[config.mk]
export PLATFORM = sky130hd
export DESIGN_NAME = fik_place
export DESIGN_NICKNAME = d
export VERILOG_FILES = /design/src/sv/fik_pkg.sv /design/src/sv/fik_place.sv
export SDC_FILE = /design/constraint.sdc
export NUM_CORES = 2
export LEC_CHECK = 0
export BUFFER_PORTS_ARGS = -buffer_cell sky130_fd_sc_hd__buf_2
export CORE_ASPECT_RATIO = 0.6
export CORE_UTILIZATION = 38
export DETAILED_ROUTE_END_ITERATION = 10
export GPL_TIMING_DRIVEN = 1
export PLACE_DENSITY = 0.6
export SLEW_MARGIN = 20
export SYNTH_ARGS = -nofsm -noshare
export SYNTH_HDL_FRONTEND = slang
export SYNTH_SLANG_ARGS = --single-unit
[constraint.sdc]
create_clock -name clk -period 21 [get_ports clk]
set_input_delay 2.1 -clock clk [delete_from_list [all_inputs] [get_ports clk]]
set_output_delay 2.1 -clock clk [all_outputs]
set_load 0.01 [all_outputs]
[src/sv/fik_pkg.sv]
// Shared constants and types for the planar FABRIK IK solver.
// No dependencies.
`timescale 1ns / 1ps
`default_nettype none
package fik_pkg;
    localparam int MAX_BONES = 8;
    localparam int JOINTS = MAX_BONES + 1;
    localparam int IDX_W = 4;
    localparam logic [IDX_W-1:0] MAX_IDX = IDX_W'(MAX_BONES);
    localparam logic [31:0] ONE_UNIT = 32'h0001_0000;

    typedef enum logic [1:0] {
        REG_BONE_COUNT = 2'd0,
        REG_BONE_LENGTH = 2'd1,
        REG_ITER_COUNT = 2'd2
    } reg_idx_t;

    typedef enum logic {
        OP_LOAD = 1'b0,
        OP_SOLVE = 1'b1
    } op_t;

    // request to the bone placement unit
    typedef struct packed {
        logic signed [32:0] ax;
        logic signed [32:0] ay;
        logic signed [33:0] dx;
        logic signed [33:0] dy;
        logic [11:0] blen;
    } place_req_t;

    typedef struct packed {
        logic signed [31:0] nx;
        logic signed [31:0] ny;
    } place_rsp_t;
endpackage
`default_nettype wire

[src/sv/fik_place.sv]
// Bone placement unit: normalize, isqrt, two long divides, add and saturate.
// Depends on fik_pkg. Iterative, one bit per cycle; a zero direction is answered straight from idle.
`timescale 1ns / 1ps
`default_nettype none
module fik_place
    import fik_pkg::*;
(
    input  wire logic       clk,
    input  wire logic       rst_n,
    input  wire logic       start,
    input  wire place_req_t req,
    output logic            done,
    output place_rsp_t      rsp
);
    typedef enum logic [3:0] {
        S_IDLE, S_NORM, S_SQX, S_SQY, S_SQRT, S_MULX, S_DIVX, S_MULY, S_DIVY, S_FIN
    } state_t;

    state_t state_reg;
    logic signed [32:0] ax_reg, ay_reg;
    logic sx_reg, sy_reg;
    logic [33:0] ux_reg, uy_reg;
    logic [11:0] blen_reg;
    logic [63:0] sq_reg;
    logic [63:0] rem_reg;   // isqrt remainder
    logic [31:0] res_reg;   // isqrt root
    logic [5:0] cnt_reg;
    logic [63:0] quo_reg;
    logic [64:0] drem_reg;
    logic [31:0] ox_reg;

    // 32x32 product reused for squares and for u*blen
    logic [31:0] ma, mb;
    logic [63:0] prod;
    always_comb
    begin
        ma = ux_reg[31:0];
        mb = ux_reg[31:0];
        case (state_reg)
            S_SQY:   begin ma = uy_reg[31:0]; mb = uy_reg[31:0]; end
            S_MULX:  begin ma = ux_reg[31:0]; mb = {4'd0, blen_reg, 16'd0}; end
            S_MULY:  begin ma = uy_reg[31:0]; mb = {4'd0, blen_reg, 16'd0}; end
            default: ;
        endcase
        prod = ma * mb;
    end

    logic [33:0] mag;
    assign mag = (ux_reg > uy_reg) ? ux_reg : uy_reg;

    // isqrt step: bit pair position = cnt
    logic [63:0] bitv;
    assign bitv = 64'd1 << {cnt_reg, 1'b0};

    logic [64:0] dshift;
    logic [64:0] dsub;
    assign dshift = {drem_reg[63:0], quo_reg[63]};
    assign dsub = dshift - {33'd0, res_reg};

    logic signed [33:0] sum;
    logic signed [33:0] off;
    always_comb
    begin
        off = sy_reg ? -$signed({2'b00, quo_reg[31:0]}) : $signed({2'b00, quo_reg[31:0]});
        if (state_reg == S_FIN)
            sum = 34'(ay_reg) + off;
        else
            sum = 34'(ax_reg) + (sx_reg ? -$signed({2'b00, quo_reg[31:0]})
                                        : $signed({2'b00, quo_reg[31:0]}));
    end

    function automatic logic signed [31:0] sat(input logic signed [33:0] v);
        if (v > 34'sh7FFF_FFFF)
            return 32'h7FFF_FFFF;
        else if (v < -34'sh8000_0000)
            return 32'h8000_0000;
        else
            return v[31:0];
    endfunction

    always_ff @(posedge clk or negedge rst_n)
    begin
        if (!rst_n)
        begin
            state_reg <= S_IDLE;
            done <= 1'b0;
        end
        else
        begin
            done <= 1'b0;
            case (state_reg)
                S_IDLE:
                begin
                    if (start)
                    begin
                        ax_reg <= req.ax;
                        ay_reg <= req.ay;
                        sx_reg <= req.dx[33];
                        sy_reg <= req.dy[33];
                        ux_reg <= req.dx[33] ? 34'(-req.dx) : 34'(req.dx);
                        uy_reg <= req.dy[33] ? 34'(-req.dy) : 34'(req.dy);
                        blen_reg <= req.blen;
                        if (req.dx == '0 && req.dy == '0)
                        begin
                            rsp.nx <= req.ax[31:0];
                            rsp.ny <= req.ay[31:0];
                            done <= 1'b1;
                        end
                        else
                            state_reg <= S_NORM;
                    end
                end
                S_NORM:
                begin
                    if (mag >= 34'h8000_0000)
                    begin
                        ux_reg <= ux_reg >> 1;
                        uy_reg <= uy_reg >> 1;
                    end
                    else if (mag < 34'h4000_0000)
                    begin
                        ux_reg <= ux_reg << 1;
                        uy_reg <= uy_reg << 1;
                    end
                    else
                        state_reg <= S_SQX;
                end
                S_SQX:
                begin
                    sq_reg <= prod;
                    state_reg <= S_SQY;
                end
                S_SQY:
                begin
                    rem_reg <= sq_reg + prod;
                    res_reg <= '0;
                    cnt_reg <= 6'd31;
                    state_reg <= S_SQRT;
                end
                S_SQRT:
                begin
                    // (res + 2^k)^2 - res^2 = res * 2^(k+1) + 4^k
                    if (rem_reg >= (({32'd0, res_reg} << (cnt_reg + 6'd1)) + bitv))
                    begin
                        rem_reg <= rem_reg - (({32'd0, res_reg} << (cnt_reg + 6'd1))
                                   + bitv);
                        res_reg <= res_reg | (32'd1 << cnt_reg[4:0]);
                    end
                    if (cnt_reg == 6'd0)
                        state_reg <= S_MULX;
                    else
                        cnt_reg <= cnt_reg - 6'd1;
                end
                S_MULX, S_MULY:
                begin
                    quo_reg <= prod + {33'd0, res_reg[31:1]};
                    drem_reg <= '0;
                    cnt_reg <= 6'd63;
                    state_reg <= (state_reg == S_MULX) ? S_DIVX : S_DIVY;
                end
                S_DIVX, S_DIVY:
                begin
                    if (!dsub[64])
                    begin
                        drem_reg <= dsub;
                        quo_reg <= {quo_reg[62:0], 1'b1};
                    end
                    else
                    begin
                        drem_reg <= dshift;
                        quo_reg <= {quo_reg[62:0], 1'b0};
                    end
                    if (cnt_reg == 6'd0)
                    begin
                        if (state_reg == S_DIVX)
                        begin
                            state_reg <= S_MULY;
                            ox_reg <= !dsub[64] ? {quo_reg[30:0], 1'b1}
                                                : {quo_reg[30:0], 1'b0};
                        end
                        else
                            state_reg <= S_FIN;
                    end
                    else
                        cnt_reg <= cnt_reg - 6'd1;
                end
                S_FIN:
                begin
                    rsp.ny <= sat(sum);
                    rsp.nx <= sat(34'(ax_reg) + (sx_reg ? -$signed({2'b00, ox_reg})
                                                         : $signed({2'b00, ox_reg})));
                    done <= 1'b1;
                    state_reg <= S_IDLE;
                end
                default: state_reg <= S_IDLE;
            endcase
        end
    end
endmodule
`default_nettype wire

==> results.json <==
{
  "status": "complete, no violations",
  "clock_path_buffers": 3,
  "fp.coreArea_um2": 204000,
  "worst_pin_slew_ps": 1280,
  "drive_gt1_share_pct": 7.32,
  "drt_iter0_markers": 9171,
  "cts_sinks": 543,
  "row_count": 128,
  "die_w_um": 588,
  "period_minus_slack_ps": 15000,
  "setup_violations": 0,
  "path_max_fanout": 41,
  "hold_buffers": 0,
  "cp_common_cell": "fa_1",
  "drt-total-wl_um": 302000,
  "grt_pass1_wl_um": 439000,
  "nNetsFinal": 10600,
  "setup_tns_ps": 0,
  "synth_warnings": 0,
  "yosysSeqAreaShare_pct": 20.8,
  "timing.rr.end": "rem_reg[62]",
  "ys_types": 119,
  "grtUsageMet3_pct": 13.0,
  "grt_use_met1_pct": 44.8,
  "syn_avg_cell_area_um2": 8.78,
  "slew_headroom_pct": 14.9,
  "setup.reg_to_reg.worst_slack_ps": 6000,
  "synthFlopType": "edfxtp_1",
  "end_kind": "flop",
  "drc_errors": 0,
  "slowest_stage": "o21ai_0",
  "finalHoldViolations": 0,
  "cp.required_ps": 21420,
  "cts_resized": 0,
  "synth_seq_cells": 543,
  "worstSetupPathType": "reg2reg",
  "place_congestion": 1.07,
  "stdcell_count": 11700,
  "drv_cap": 0,
  "htree_levels": 3,
  "die_h_um": 354,
  "slowest_delay_ps": 970,
  "postRouteAntennaNets": 0,
  "synthToLayoutAreaGrowth_pct": 8.51,
  "cts_setup_buffers": 0,
  "insertion_delay_ps": 710,
  "slew_violations": 0,
  "critPathLaunchType": "flop",
  "busiest_layer": "met1",
  "hold_start": "quo_reg[62]",
  "grt_overflow": 0,
  "hold-path-endpoint": "quo_reg[63]",
  "ios": 214,
  "first_global_vias": 64500,
  "cp.arrival_ps": 15420,
  "grt.total_usage_pct": 28.4,
  "routedWlPerCell_um": 25.7,
  "synth_edf_count": 538,
  "grt_max_degree": 99,
  "hold_depth": 2,
  "die-area_um2": 208000,
  "synthesis.area_um2": 78300,
  "synth.net_count": 10600,
  "place_inst": 11600,
  "route.vias.total": 68700,
  "cts_tree": "yes",
  "dr.pass1.iters": 8,
  "use_met2_pct": 34.0,
  "post-route-period-util_pct": 71.5,
  "skew_ps": 31.9,
  "path_clk_slew_ps": 60,
  "portBuffers": 213,
  "r2r-start": "state_reg[3]",
  "hold_path.class": "reg2reg",
  "initial_core_util_pct": 38.4,
  "fill_cells": 20200,
  "antenna_found_initial": 24,
  "synthArstFlopShare_pct": 0.921,
  "reg2reg_depth": 41,
  "rsz0062_at_grt": "no",
  "avgViaCountPerCell": 5.86,
  "dpl.hpwl_um": 246000,
  "fmax_mhz": 66.6,
  "syn_inst": 8919,
  "cts_buffers": 67,
  "cts-root-buf": "clkbuf_16"
}
[how the worst max path moves through the flow]
stage	depth (start not counted)	start	end
after detailed placement	41	state_reg[3]	rem_reg[62]
after CTS	41	state_reg[3]	rem_reg[62]
after global placement	41	state_reg[3]	rem_reg[62]
after floorplan	37	cnt_reg[0]	rem_reg[0]
final	41	state_reg[3]	rem_reg[62]
after global routing	41	state_reg[0]	rem_reg[61]
[critical path, delay by kind of cell, from the launching register on]
family	cells	cell delay [ps]
xor+xnor	1	170
simple gates	5	1390
mux	2	360
flops	1	820
fa+ha+maj	10	4930
compound gates	14	5000
buf+inv	9	2000
[cells in the final DEF (no fill, tap or decap), types with 39 or more instances in the layout]
master | netlist | final
and2_1 | 47 | 47
xnor2_1 | 326 | 319
o31ai_1 | 64 | 63
o21a_1 | 84 | 83
inv_1 | 1164 | 1164
mux2i_1 | 50 | 49
nor2_1 | 967 | 964
nand3_1 | 109 | 109
a21o_1 | 230 | 228
a21oi_1 | 530 | 528
clkbuf_16 | 0 | 68
a311oi_1 | 39 | 39
xor2_1 | 181 | 181
a221oi_1 | 53 | 44
nor2b_1 | 73 | 73
and3_1 | 56 | 55
nand2_1 | 1036 | 1031
a31oi_1 | 48 | 48
nand2b_1 | 63 | 63
o22ai_1 | 52 | 52
buf_4 | 10 | 148
o21bai_1 | 64 | 64
buf_2 | 25 | 213
or3_1 | 70 | 70
ha_1 | 598 | 597
nand4_1 | 80 | 80
edfxtp_1 | 538 | 538
fa_1 | 902 | 902
nor3_1 | 146 | 141
o21ai_0 | 340 | 325
nor4_1 | 46 | 46
[Yosys cell counts, types with 14 or more instances]
library cell / instances / area share [%]
buf_2: 25 / 0.16
or2_2: 25 / 0.20
mux4_2: 18 / 0.52
xor2_1: 181 / 2.0
a211oi_1: 34 / 0.33
a21o_1: 230 / 2.2
a21oi_1: 530 / 3.4
o21ai_0: 340 / 2.2
or3_1: 70 / 0.56
o21bai_1: 64 / 0.61
nand2_1: 1036 / 5.0
a221o_1: 18 / 0.23
nand3b_1: 14 / 0.13
o31ai_1: 64 / 0.61
nand4_1: 80 / 0.64
xnor2_1: 326 / 3.6
ha_1: 598 / 9.6
o41ai_1: 23 / 0.26
a31o_2: 15 / 0.17
o21ai_1: 31 / 0.20
and4_1: 17 / 0.19
clkbuf_1: 359 / 1.7
a21boi_0: 21 / 0.20
nand2b_1: 63 / 0.50
edfxtp_1: 538 / 21
nor3_1: 146 / 0.93
a22oi_1: 25 / 0.24
buf_1: 27 / 0.13
or4_1: 31 / 0.30
and2_1: 47 / 0.38
o21a_1: 84 / 0.81
nor2_1: 967 / 4.6
fa_1: 902 / 23
mux2i_1: 50 / 0.64
o22ai_1: 52 / 0.42
nand3_1: 109 / 0.70
a31oi_1: 48 / 0.38
a221oi_1: 53 / 0.59
inv_1: 1164 / 5.6
mux2_2: 17 / 0.24
a311oi_1: 39 / 0.44
nor4_1: 46 / 0.37
o211ai_1: 28 / 0.27
and3_1: 56 / 0.45
nor2b_1: 73 / 0.58
[layout make-up]
| class | instances | area, um^2 | share of cell area [%] |
|---|---|---|---|
| Sequential cell | 543 | 16300 | 19.2 |
| Multi-Input combinational cell | 6771 | 56300 | 66.3 |
| Antenna cell | 14 | 35.0 | 0.0412 |
| Clock buffer | 78 | 1740 | 2.05 |
| Inverter | 1174 | 4410 | 5.19 |
| Clock inverter | 43 | 566 | 0.666 |
| Tap cell | 2730 | 3420 | 4.02 |
| Timing Repair Buffer | 362 | 2200 | 2.59 |
[routing by layer]
metal	vias up	wire length (um)
met5	-	520
met4	12	5110
met3	318	48800
met2	4077	106000
met1	34100	141000
li1	30100	-
[stage by stage]
stage	area (um^2)	setup slack (ps)	hold slack [ps]	util (%)
after floorplan	78300	6280	421	-
after global placement	82600	6860	495	40.5
after detailed placement	82600	6690	494	40.5
after CTS	84900	6670	509	41.6
after global routing	84900	5520	545	41.7
final	85000	6000	514	41.7
[cell families (layout without fill, tap and decap cells)]
kind of cell    Yosys count  in the layout  synth area share, %
fa+ha+maj              1500           1500                 32.6
flops                   543            543                 20.8
buf+inv                1605           1657                 7.87
other cells               0             14                    0
simple gates           2836           2836                 16.3
mux                      87             87                 1.44
compound gates         1838           1838                 15.2
xor+xnor                510            510                 5.75
Power is left out: the tool's default activity adds up to more than one toggle a clock period on the data nets, which glitch-free logic cannot reach.
